File: config.mk
export PLATFORM = sky130hd
export DESIGN_NAME = pidsc_ctrl
export DESIGN_NICKNAME = d
export VERILOG_FILES = /design/src/hw/rtl/pid_speed_controller_assert.svh /design/src/hw/rtl/pidsc_pkg.sv /design/src/hw/rtl/pidsc_ctrl.sv
export SDC_FILE = /design/constraint.sdc
export NUM_CORES = 1
export LEC_CHECK = 0
export BUFFER_PORTS_ARGS = -buffer_cell sky130_fd_sc_hd__buf_2
export CAP_MARGIN = 20
export CELL_PAD_IN_SITES_DETAIL_PLACEMENT = 1
export CELL_PAD_IN_SITES_GLOBAL_PLACEMENT = 1
export CORE_MARGIN = 2
export CORE_UTILIZATION = 39
export CTS_BUF_LIST = sky130_fd_sc_hd__clkbuf_16
export DETAILED_ROUTE_END_ITERATION = 16
export PLACE_DENSITY = 0.78
export SETUP_SLACK_MARGIN = 0.5
export SYNTH_ARGS = -nofsm -noshare
export SYNTH_HDL_FRONTEND = slang
export SYNTH_SLANG_ARGS = --single-unit
File: constraint.sdc
create_clock -name i_clk -period 4.71 [get_ports i_clk]
set_clock_uncertainty 0.2 [all_clocks]
set_input_delay 0.2355 -clock i_clk [delete_from_list [all_inputs] [get_ports i_clk]]
set_output_delay 0.2355 -clock i_clk [all_outputs]
set_load 0.01 [all_outputs]
File: src/hw/rtl/pid_speed_controller_assert.svh
// Assertion macros shared by the speed controller RTL
`ifndef PID_SPEED_CONTROLLER_ASSERT_SVH
`define PID_SPEED_CONTROLLER_ASSERT_SVH

`ifndef SYNTHESIS

`define PIDSC_ASSERT_IMP(lbl, clk, rst_n, ante, cons) \
    lbl: assert property (@(posedge clk) disable iff (!rst_n) (ante) |-> (cons)) \
        else $error("pidsc assertion failed");

`define PIDSC_ASSERT_NXT(lbl, clk, rst_n, ante, cons) \
    lbl: assert property (@(posedge clk) disable iff (!rst_n) (ante) |=> (cons)) \
        else $error("pidsc assertion failed");

`else

`define PIDSC_ASSERT_IMP(lbl, clk, rst_n, ante, cons)

`define PIDSC_ASSERT_NXT(lbl, clk, rst_n, ante, cons)

`endif

`endif

File: src/hw/rtl/pidsc_pkg.sv
// Types, widths and constants of the PID speed controller
package pidsc_pkg;

    localparam int ERR_W        = 32;
    localparam int LIM_W        = 31;
    localparam int CFG_ADDR_W   = 3;
    localparam int CFG_DATA_W   = 32;
    localparam int PERIOD_W     = 16;

    localparam int DIV_W        = 48;
    localparam int DVS_W        = 16;
    localparam int DIV_STEP     = 4;

    localparam int MS_PER_S         = 1000;
    localparam int FIRST_DERIV_NUM  = 65536000;

    localparam logic [PERIOD_W-1:0] PERIOD_RESET = 16'd10;

    localparam logic [CFG_ADDR_W-1:0] REG_GAIN_PROP  = 3'd0;
    localparam logic [CFG_ADDR_W-1:0] REG_GAIN_INTEG = 3'd1;
    localparam logic [CFG_ADDR_W-1:0] REG_GAIN_DERIV = 3'd2;
    localparam logic [CFG_ADDR_W-1:0] REG_PERIOD_MS  = 3'd3;
    localparam logic [CFG_ADDR_W-1:0] REG_MIN_MAG    = 3'd4;
    localparam logic [CFG_ADDR_W-1:0] REG_SETTLE     = 3'd5;

    typedef enum logic [2:0] {
        MUL_EP,
        MUL_KP,
        MUL_KI,
        MUL_KD,
        MUL_KA
    } t_mul_sel;

    typedef struct packed {
        logic     load_item;
        logic     clear_state;
        logic     mul_en;
        t_mul_sel mul_sel;
        logic     div_start;
        logic     div_integ;
        logic     take_integ;
        logic     take_deriv;
        logic     sum_init;
        logic     sum_add;
        logic     save_kii;
        logic     finish;
    } t_cmd;

    typedef struct packed {
        logic div_done;
        logic out_busy;
    } t_sts;

endpackage

File: src/hw/rtl/pidsc_ctrl.sv
// Sequencer for one control step of the PID speed controller
module pidsc_ctrl (
    input  logic                i_clk,
    input  logic                i_rst_n,
    input  logic                i_step_valid,
    input  logic                i_step_clear,
    output logic                o_step_ready,
    input  pidsc_pkg::t_sts     i_sts,
    output pidsc_pkg::t_cmd     o_cmd
);

    typedef enum logic [10:0] {
        ST_IDLE  = 11'b000_0000_0001,
        ST_MEP   = 11'b000_0000_0010,
        ST_DIVI  = 11'b000_0000_0100,
        ST_WAITI = 11'b000_0000_1000,
        ST_DIVD  = 11'b000_0001_0000,
        ST_WAITD = 11'b000_0010_0000,
        ST_MKP   = 11'b000_0100_0000,
        ST_MKI   = 11'b000_1000_0000,
        ST_MKD   = 11'b001_0000_0000,
        ST_MKA   = 11'b010_0000_0000,
        ST_FIN   = 11'b100_0000_0000
    } t_state;

    t_state r_state;
    t_state n_state;

    assign o_step_ready = (r_state == ST_IDLE);

    always_comb begin
        n_state = r_state;
        o_cmd   = '0;
        case (r_state)
            ST_IDLE: begin
                if (i_step_valid) begin
                    if (i_step_clear) begin
                        o_cmd.clear_state = 1'b1;
                    end else begin
                        o_cmd.load_item = 1'b1;
                        n_state         = ST_MEP;
                    end
                end
            end
            ST_MEP: begin
                o_cmd.mul_en  = 1'b1;
                o_cmd.mul_sel = pidsc_pkg::MUL_EP;
                n_state       = ST_DIVI;
            end
            ST_DIVI: begin
                o_cmd.div_start = 1'b1;
                o_cmd.div_integ = 1'b1;
                n_state         = ST_WAITI;
            end
            ST_WAITI: begin
                if (i_sts.div_done) begin
                    o_cmd.take_integ = 1'b1;
                    n_state          = ST_DIVD;
                end
            end
            ST_DIVD: begin
                o_cmd.div_start = 1'b1;
                n_state         = ST_WAITD;
            end
            ST_WAITD: begin
                if (i_sts.div_done) begin
                    o_cmd.take_deriv = 1'b1;
                    n_state          = ST_MKP;
                end
            end
            ST_MKP: begin
                o_cmd.mul_en  = 1'b1;
                o_cmd.mul_sel = pidsc_pkg::MUL_KP;
                n_state       = ST_MKI;
            end
            ST_MKI: begin
                o_cmd.mul_en   = 1'b1;
                o_cmd.mul_sel  = pidsc_pkg::MUL_KI;
                o_cmd.sum_init = 1'b1;
                n_state        = ST_MKD;
            end
            ST_MKD: begin
                o_cmd.mul_en   = 1'b1;
                o_cmd.mul_sel  = pidsc_pkg::MUL_KD;
                o_cmd.sum_add  = 1'b1;
                o_cmd.save_kii = 1'b1;
                n_state        = ST_MKA;
            end
            ST_MKA: begin
                o_cmd.mul_en  = 1'b1;
                o_cmd.mul_sel = pidsc_pkg::MUL_KA;
                o_cmd.sum_add = 1'b1;
                n_state       = ST_FIN;
            end
            ST_FIN: begin
                if (!i_sts.out_busy) begin
                    o_cmd.finish = 1'b1;
                    n_state      = ST_IDLE;
                end
            end
            default: begin
                n_state = ST_IDLE;
            end
        endcase
    end

    always_ff @(posedge i_clk) begin
        if (!i_rst_n) begin
            r_state <= ST_IDLE;
        end else begin
            r_state <= n_state;
        end
    end

endmodule

==> results.sh, run 1 <==
export IMPL_status="finished clean"
export IMPL_post_route_util=0.529
export IMPL_r2r_start="r_state[3]$_SDFFE_PN0P_"
export IMPL_cp_endpoint="o_cmd[0]"
export IMPL_nFillCells=227
export IMPL_peakVddDrop_uv=172
export IMPL_max_clock_freq_ghz=0.407
export IMPL_p_int_mw=0.218
export IMPL_cts_buffer_depth=2
export IMPL_crit_start="r_state[4]$_SDFFE_PN0P_"
export IMPL_dr_first_iter_drc_count=10
export IMPL_dp_hpwl_um=1630
export IMPL_overflow=0
export IMPL_synthDistinctLibCells=38
export IMPL_cts_root_buf="clkbuf_16"
export IMPL_worst_slew_pin_slew_ns=0.547
export IMPL_end_kind="output port"
export IMPL_die_y_um=48.0
export IMPL_cts_tree="yes"
export IMPL_area_growth_pct=24.8
export IMPL_grt_max_degree=9
export IMPL_switching_share=0.222
export IMPL_rows=15
export IMPL_rsz0062_at_grt="no"
export IMPL_ys_flop_type="dfxtp_1"
export IMPL_clkTransAtPathRegs_ns=0.04
export IMPL_syn_area_um2=756
export IMPL_avgSynthCellArea_um2=8.30
export IMPL_p_switching_mw=0.0621
export IMPL_drive_gt1_frac=0.309
export IMPL_avgViaCountPerCell=5.65
export IMPL_cts_buffers=3
export IMPL_place_congestion=0.820
export IMPL_cts_resized_gates=0
export IMPL_reg_top3="r_state x11"
export IMPL_top_level_ports=21
export IMPL_die_x_um=48.0
export IMPL_vias=763
export IMPL_pwr_share_comb=0.103
export IMPL_critical_path_class="flip-flop to output port"
export IMPL_p_clk_frac=0.545
export IMPL_final_cell_mix="20 x buf_2, 11 x dfxtp_1, 8 x nor2_1, 6 x inv_1, 6 x nand2_1"
export IMPL_antenna_found_initial=0
export IMPL_ys_warnings_count=0
export IMPL_power_density_nw_per_um2=297
export IMPL_slew_headroom=0.631
export IMPL_routed_wl_um=2140
export IMPL_setup_violations=0
export IMPL_cap_violations=0
export IMPL_clk_latency_ns=0.24
export IMPL_async_reset_ff_frac=0
export IMPL_nNetsFinal=117
export IMPL_grt_pass1_vias=728
export IMPL_htree_num_levels=1
export IMPL_cts_setup_buffers=0
export IMPL_largest_register="r_state"
export IMPL_worstRegToRegCells=4
export IMPL_start_util=0.424
export IMPL_reg2reg_to="r_state[5]$_SDFFE_PN0P_"
export IMPL_period_minus_slack_ns=2.46
export IMPL_syn_nets=97
export IMPL_hold_viol_final=0
export IMPL_worstPathRequired_ns=4.27
export IMPL_synth_yosys_seq_area_share=0.291
export IMPL_synth_edf_count=0
export IMPL_drc=0
export IMPL_critPathMaxFanout=8
export IMPL_n_antenna_cell=0
export IMPL_die_area_um2=2310
export IMPL_critPathLaunchType="flip-flop"
export IMPL_grt_pass1_wl_um=3370
export IMPL_largest_reg_flops=11
export IMPL_seq_power_share=0.352
export IMPL_r2r_slack_ns=2.68
export IMPL_worst_ep_arrival_time_ns=2.02
export IMPL_postSynthCellCount=91
export IMPL_core_um2=1780
export IMPL_clock_sinks=11
export IMPL_postCtsHoldBufs=0
export IMPL_post_route_period_util=0.522
export IMPL_portBuffers=20
export IMPL_grt_util_all_layers=0.215
export IMPL_yosys_register_bits=11
export IMPL_routedWlPerCell_um=15.9
export IMPL_worst_hold_path_type="input pin to flip-flop"
export IMPL_final_common_cell="buf_2"
export IMPL_slew_violations=0
export IMPL_drtPass1Iterations=4
export IMPL_ant_nets=0
export IMPL_leakagePower_nw=0.441
export IMPL_fin_tns_setup_ns=0
## cell families after synthesis
kind of cell | Yosys count | synth area share
and+or+nand+nor | 52 | 0.472
AOI/OAI and AO/OA | 13 | 0.124
DFF | 11 | 0.291
buffers and inverters | 10 | 0.0546
xor gates and xnor gates | 5 | 0.0580
## worst min path at each step
stage	start	end	slack [ns]	depth (start not counted)
after floorplan	i_rst_n	r_state[0]$_SDFFE_PN1P_	0.12	1
after global placement	i_rst_n	r_state[0]$_SDFFE_PN1P_	0.32	2
after detailed placement	i_rst_n	r_state[0]$_SDFFE_PN1P_	0.35	2
after CTS	i_rst_n	r_state[3]$_SDFFE_PN0P_	0.10	2
after global routing	i_rst_n	r_state[3]$_SDFFE_PN0P_	0.12	2
final	i_rst_n	r_state[0]$_SDFFE_PN1P_	0.10	2
## critical path, stage by stage (launching register included)
cell     delay (ns)
dfxtp_1        0.38
nor4_4         0.54
nand2_1        0.12
or2_2          0.32
nor4b_1        0.24
buf_2          0.18
## cells in the mapped netlist (2+ instances only)
| cell | instances | area [um^2] |
|---|---|---|
| nor2_1 | 8 | 30.0 |
| nor3_2 | 2 | 20.0 |
| dfxtp_1 | 11 | 220 |
| o21ai_0 | 5 | 25.0 |
| buf_2 | 3 | 15.0 |
| inv_1 | 5 | 18.8 |
| nand2_1 | 6 | 22.5 |
| nor3_1 | 5 | 25.0 |
| xor2_1 | 3 | 26.3 |
| xnor2_1 | 2 | 17.5 |
| nand2b_1 | 2 | 12.5 |
| nor4b_1 | 4 | 35.0 |
| nand4_1 | 3 | 18.8 |
| clkbuf_1 | 2 | 7.51 |
| nand3_1 | 4 | 20.0 |
| and2_1 | 2 | 12.5 |
| nor2b_1 | 2 | 12.5 |
| nor4_4 | 2 | 42.5 |
## final cells by class
cell class                 count  area [um^2]  area share
clock buffer                   3         75.1      0.0796
clock inverter                 1         3.75     0.00398
inverter                       5         18.8      0.0199
multi-input combinational     70          494       0.524
sequential                    11          220       0.233
tap                           25         31.3      0.0332
timing repair buffer          20          100       0.106
## routing by layer
layer,up-vias,GRT usage,part of all wire
met5,-,0,0
met1,363,0.270,0.46
met2,21,0.355,0.49
met4,0,0.0973,0.024
li1,372,-,-
met3,7,0.0377,0.026
## power groups by stage
stage,logic (mW),registers (mW),clock network [mW]
2_1_floorplan,0.0189,0.0983,0
6_report,0.0287,0.0986,0.153
3_5_place_dp,0.0278,0.100,0
5_1_grt,0.0321,0.0986,0.162
4_1_cts,0.0287,0.0984,0.156
3_3_place_gp,0.0271,0.100,0
## metrics by stage
| step | power [mW] | setup WS, ns | hold slack, ns | cell area [um^2] | cells |
|---|---|---|---|---|---|
| after CTS | 0.283 | 2.26 | 0.103 | 943 | 135 |
| after floorplan | 0.117 | 2.60 | 0.124 | 756 | 91 |
| after detailed placement | 0.128 | 2.52 | 0.347 | 865 | 131 |
| final | 0.280 | 2.25 | 0.102 | 943 | 135 |
| after global placement | 0.127 | 2.55 | 0.319 | 865 | 131 |
| after global routing | 0.292 | 2.09 | 0.116 | 943 | 135 |
No activity file was read; power rests on OpenSTA's default activity.
==> run 2, diff against run 1 <==
CORE_UTILIZATION = 36   (was 39)
PLACE_DENSITY = 0.73   (was 0.78)
clock period = 2.4 ns   (was 4.71 ns; I/O delays follow)
==> run 2 against run 1 <==
Flip-flop and latch count did not move. Power grew 130%. Critical path depth increased by 1. Critical path type unchanged. First-iteration DRC count grew to 2.5 times the previous value. Global-route usage rose by 1.4 points. Largest power group unchanged. Clock power rose by 110%. Core utilization up 17 points.
==> results.sh, run 2 (synthesis results as in run 1) <==
export IMPL_grt_pass1_vias=832
export IMPL_setup_violations=0
export IMPL_fin_area_um2=1370
export IMPL_routedWlPerCell_um=21.0
export IMPL_avgViaCountPerCell=5.58
export IMPL_rsz0062_at_grt="yes"
export IMPL_largest_register="r_state"
export IMPL_dp_hpwl_um=1530
export IMPL_max_clock_freq_ghz=0.462
export IMPL_slew_headroom=0.613
export IMPL_critPathMaxFanout=3
export IMPL_worst_slew_pin_slew_ns=0.572
export IMPL_drtPass1Iterations=4
export IMPL_crit_chain="nor4_4 > buf_4 > nand3_4 > or3b_4 > inv_1 > buf_2"
export IMPL_overflow=0
export IMPL_p_int_mw=0.466
export IMPL_post_route_period_util=0.903
export IMPL_dr_first_iter_drc_count=25
export IMPL_reg_top3="r_state x11"
export IMPL_core_um2=1960
export IMPL_clk_latency_ns=0.25
export IMPL_nFillCells=216
export IMPL_drc=0
export IMPL_ant_nets=0
export IMPL_power_mw=0.632
export IMPL_grt_pass1_wl_um=4130
export IMPL_worstPathRequired_ns=2.08
export IMPL_p_switching_mw=0.166
export IMPL_portBuffers=20
export IMPL_die_y_um=49.8
export IMPL_pwr_share_comb=0.197
export IMPL_status="finished clean"
export IMPL_critical_path_class="flip-flop to output port"
export IMPL_grt_max_degree=9
export IMPL_place_congestion=0.763
export IMPL_slowest_delay_ns=0.42
export IMPL_peakVddDrop_uv=519
export IMPL_final_common_cell="buf_4"
export IMPL_start_util=0.385
export IMPL_slew_violations=0
export IMPL_cts_tree="yes"
export IMPL_end_kind="output port"
export IMPL_area_growth_pct=81.6
export IMPL_final_cell_mix="22 x buf_4, 15 x buf_2, 10 x buf_6, 6 x nor2_1, 6 x dfxtp_4"
export IMPL_power_density_nw_per_um2=460
export IMPL_worst_ep_arrival_time_ns=1.85
export IMPL_clkTransAtPathRegs_ns=0.05
export IMPL_cts_buffers=3
export IMPL_crit_path_top_delay_cell="or3b_4"
export IMPL_nNetsFinal=146
export IMPL_grt_util_all_layers=0.229
export IMPL_vias=926
export IMPL_antenna_found_initial=0
export IMPL_n_antenna_cell=0
export IMPL_cts_root_buf="clkbuf_16"
export IMPL_hold_viol_final=0
export IMPL_die_area_um2=2480
export IMPL_leakagePower_nw=0.633
export IMPL_die_x_um=49.8
export IMPL_drive_gt1_frac=0.619
export IMPL_cap_violations=0
export IMPL_critPathLaunchType="flip-flop"
export IMPL_period_minus_slack_ns=2.17
export IMPL_seq_power_share=0.292
export IMPL_routed_wl_um=3490
export IMPL_p_clk_frac=0.511
export IMPL_htree_num_levels=1
export IMPL_clock_sinks=11
export IMPL_largest_reg_flops=11
export IMPL_fin_tns_setup_ns=0
export IMPL_dpl_cell_area_um2=873
export IMPL_rows=16
export IMPL_switching_share=0.263
export IMPL_top_level_ports=21
export IMPL_cts_buffer_depth=2
export IMPL_worst_hold_path_type="input pin to flip-flop"
## run 2: routing by layer
layer	part of all wire	track usage	vias to the layer above	wire, um
li1	-	-	431	-
met1	0.41	0.283	449	1450
met2	0.51	0.369	36	1780
met3	0.047	0.0788	10	163
met4	0.027	0.0787	0	95
met5	0	0	-	0
## run 2: what timing repair did
| item | 4_1_cts | 5_1_grt |
|---|---|---|
| cloned | 0 | 0 |
| hold endpoints to repair | 4 | 0 |
| setup endpoints to repair | 23 | 21 |
| hold buffers | 2 | 0 |
| buffers inserted | 13 | 14 |
| pin swaps | 7 | 10 |
| resized for setup | 23 | 28 |
## run 2: worst paths after layout
| check | start | to | slack [ns] | depth (start not counted) |
|---|---|---|---|---|
| setup / recovery | r_state[1]$_SDFFE_PN0P_ | o_cmd[3] | 0.23 | 6 |
| hold / removal | i_step_valid | r_state[0]$_SDFFE_PN1P_ | 0.14 | 4 |
| setup reg to reg | r_state[1]$_SDFFE_PN0P_ | r_state[8]$_SDFFE_PN0P_ | 0.34 | 10 |
| hold reg to reg | r_state[0]$_SDFFE_PN1P_ | r_state[2]$_SDFFE_PN0P_ | 0.44 | 2 |
## run 2: cell type report
class | instances | area (um^2) | share of cell area
clock buffers | 3 | 75.1 | 0.0547
clock inverters | 1 | 3.75 | 0.00273
inverters | 5 | 18.8 | 0.0137
multi-input cells | 70 | 621 | 0.452
flip-flops and latches | 11 | 248 | 0.180
well taps | 27 | 33.8 | 0.0246
repair buffers | 49 | 373 | 0.272
## run 2: metrics by stage
| step | worst slack [ns] | hold slack (ns) | utilization | cells |
|---|---|---|---|---|
| finish | 0.234 | 0.142 | 0.700 | 166 |
| floorplan | 0.509 | 0.00887 | - | 91 |
| global route | 0.187 | 0.176 | 0.700 | 166 |
| CTS | 0.355 | 0.0596 | 0.585 | 152 |
| detailed placement | 0.263 | 0.202 | 0.445 | 133 |
| global placement | 0.326 | 0.222 | 0.445 | 133 |
## run 2: worst max-delay path: cells and delay by family, from the launching register on
| family | cells | cell delay, ns |
|---|---|---|
| buf+inv | 3 | 0.40 |
| simple gates | 3 | 0.83 |
| flops | 1 | 0.35 |
## run 2: power groups by stage
stage	Sequential [mW]	Clock (mW)	Combinational [mW]
floorplan	0.193	0	0.0375
global placement	0.195	0	0.0532
detailed placement	0.197	0	0.0537
CTS	0.189	0.314	0.0768
global route	0.185	0.331	0.132
finish	0.185	0.323	0.124
==> run 3, diff against run 2 <==
ABC_AREA = 1   (was not set)
CORE_UTILIZATION = 33   (was 36)
==> run 3 against run 2 <==
Wire length shrank 49%. Fmax rose by 26%. Register-to-register slack better by 0.36 ns. Sequential share of layout area increased by 5.8 points. Final cell count decreased by 0.60%. Die area grew 2.4%. Power grew 51%. Non-clock buffer count shrank 28. Critical path type unchanged. Combinational power increased to 3.4 times the previous value. Flip-flop and latch count is the same.
==> results.sh, run 3 <==
export IMPL_status="finished clean"
export IMPL_period_minus_slack_ns=1.72
export IMPL_clkTransAtPathRegs_ns=0.04
export IMPL_clock_sinks=11
export IMPL_antenna_found_initial=0
export IMPL_power_density_nw_per_um2=1040
export IMPL_hold_viol_final=0
export IMPL_worstPathRequired_ns=2.08
export IMPL_grt_pass1_vias=751
export IMPL_cts_buffer_depth=2
export IMPL_cts_root_buf="clkbuf_16"
export IMPL_rsz0062_at_grt="no"
export IMPL_cap_violations=0
export IMPL_worst_ep_arrival_time_ns=1.40
export IMPL_avgViaCountPerCell=4.45
export IMPL_worst_slew_pin_slew_ns=0.275
export IMPL_crit_path_top_delay_cell="dfxtp_1"
export IMPL_syn_nets=120
export IMPL_area_growth_pct=29.9
export IMPL_die_x_um=50.4
export IMPL_vias=734
export IMPL_critical_path_class="flip-flop to output port"
export IMPL_worst_hold_path_type="input pin to flip-flop"
export IMPL_drive_gt1_frac=0.304
export IMPL_critPathLaunchType="flip-flop"
export IMPL_cts_buffers=3
export IMPL_yosys_register_bits=11
export IMPL_cp_top_family="simple AND/OR/NAND/NOR gates"
export IMPL_reg_top3="r_state x11"
export IMPL_final_common_cell="nand2_1"
export IMPL_slew_violations=0
export IMPL_die_area_um2=2540
export IMPL_htree_num_levels=1
export IMPL_final_cell_mix="25 x nand2_1, 23 x inv_1, 20 x buf_2, 19 x nor2_1, 11 x dfxtp_1"
export IMPL_fin_cells=165
export IMPL_nNetsFinal=145
export IMPL_pre_cts_ws_ns=0.707
export IMPL_overflow=0
export IMPL_cts_tree="yes"
export IMPL_grt_util_all_layers=0.158
export IMPL_ys_warnings_count=0
export IMPL_routedWlPerCell_um=10.7
export IMPL_synth_compound_area_share=0.0211
export IMPL_synth_adder_area_share=0
export IMPL_end_kind="output port"
export IMPL_largest_reg_flops=11
export IMPL_synth_area_mux_share=0
export IMPL_avgSynthCellArea_um2=6.23
export IMPL_crit_chain="nor2_2 > nand2_2 > nor2_2 > o21ai_1 > nand4_1 > buf_2"
export IMPL_post_route_period_util=0.717
export IMPL_start_util=0.355
export IMPL_max_clock_freq_ghz=0.581
export IMPL_largest_register="r_state"
export IMPL_ys_flop_type="dfxtp_1"
export IMPL_place_congestion=0.752
export IMPL_grt_max_degree=12
export IMPL_fin_area_um2=923
export IMPL_synth_top_area_cell="dfxtp_1"
export IMPL_setup_violations=0
export IMPL_fin_ws_ns=0.680
export IMPL_rows=16
export IMPL_ant_nets=0
export IMPL_synth_top_family_by_area="simple AND/OR/NAND/NOR gates"
export IMPL_synth_yosys_seq_area_share=0.310
export IMPL_dp_hpwl_um=1460
export IMPL_synth_xor_area_share=0
export IMPL_synthMostInstantiatedCell="nand2_1"
export IMPL_post_place_cells=160
export IMPL_dpl_cell_area_um2=833
export IMPL_slew_headroom=0.817
export IMPL_yosys_top_cells_count="25 x nand2_1, 23 x inv_1, 19 x nor2_1, 11 x dfxtp_1, 8 x nor3_1"
export IMPL_synthSimpleGateAreaFrac=0.526
export IMPL_core_um2=2000
export IMPL_synth_top_area_frac=0.310
export IMPL_cpMostUsedCell="nor2_2"
export IMPL_slowest_delay_ns=0.32
export IMPL_cts_setup_buffers=0
export IMPL_peakVddDrop_uv=472
export IMPL_routed_wl_um=1770
export IMPL_synth_edf_count=0
export IMPL_critPathBufInv=1
export IMPL_fin_tns_setup_ns=0
export IMPL_async_reset_ff_frac=0
export IMPL_clk_latency_ns=0.24
export IMPL_portBuffers=20
export IMPL_critPathMaxFanout=5
export IMPL_postSynthCellCount=114
export IMPL_top_level_ports=21
export IMPL_synthDistinctLibCells=18
export IMPL_yosys_top_cells_area="dfxtp_1 31%, nand2_1 13%, inv_1 12%"
export IMPL_leakagePower_nw=0.517
export IMPL_post_route_util=0.461
export IMPL_grt_pass1_wl_um=3070
export IMPL_n_antenna_cell=0
export IMPL_drc=0
export IMPL_dr_first_iter_drc_count=8
export IMPL_syn_area_um2=711
export IMPL_die_y_um=50.4
export IMPL_drtPass1Iterations=4
[run 3: cell types whose count changed after synthesis, moves of 3 or more]
cell     delta
nand2_1    +19
inv_1      +18
nor2_1     +11
nor2_2      +6
nand2_2     +5
nor4b_1     -4
o21ai_0     -4
buf_2       -3
nor3_1      +3
xor2_1      -3
[run 3: cells by family after synthesis]
family | Yosys count
buffers and inverters | 25
flip-flops | 11
AND/OR/NAND/NOR | 75
AO/OA/AOI/OAI | 3
[run 3: worst reg2reg max path, stage by stage, from the launching register on]
cell and delay, ns:
dfxtp_1 0.33, nor2_4 0.16, nand2_4 0.09, nor2_2 0.18, nand2_2 0.10, nand2_2 0.08, nand2_1 0.07, nand3_2 0.19
nand2_1 0.09, nand2_1 0.07, nor2_1 0.04
[run 3: metrics by stage]
stage,hold WS [ns],power [mW]
floorplan,0.00410,0.585
global placement,0.178,0.651
detailed placement,0.175,0.659
CTS,0.0155,0.969
global route,0.0592,1.03
finish,0.0100,0.956
[run 3: cell type report]
type / count / area (um^2)
clock inverters: 1 / 5.00
well taps: 27 / 33.8
repair buffers: 21 / 110
multi-input cells: 78 / 389
clock buffers: 3 / 75.1
fillers: 286 / 1080
inverters: 24 / 90.1
flip-flops and latches: 11 / 220
[run 3: report_power, final]
part / switching [mW] / internal (mW)
sequential: 0.0238 / 0.211
clock: 0.0834 / 0.221
combinational: 0.279 / 0.138
total: 0.387 / 0.570
[run 3: worst paths after layout]
| kind | start | end | slack, ns | depth (start not counted) |
|---|---|---|---|---|
| worst max-delay path | r_state[2]$_SDFFE_PN0P_ | o_cmd[11] | 0.68 | 6 |
| worst min-delay path | i_step_clear | r_state[1]$_SDFFE_PN0P_ | 0.01 | 4 |
| worst max register to register | r_state[9]$_SDFFE_PN0P_ | r_state[3]$_SDFFE_PN0P_ | 0.70 | 10 |
| worst min register to register | r_state[5]$_SDFFE_PN0P_ | r_state[5]$_SDFFE_PN0P_ | 0.39 | 4 |
[run 3: per-layer routing]
metal	wire (um)	GRT usage	vias up
met1	835	0.194	322
met2	813	0.265	17
met4	36	0.0721	0
li1	-	-	391
met3	82	0.0298	4
met5	0	0	-
[run 3: timing repair]
item,in CTS,in global routing
hold buffers,1,0
gates resized for setup,0,1
setup endpoints to repair,0,1
endpoints found under the hold margin,3,0
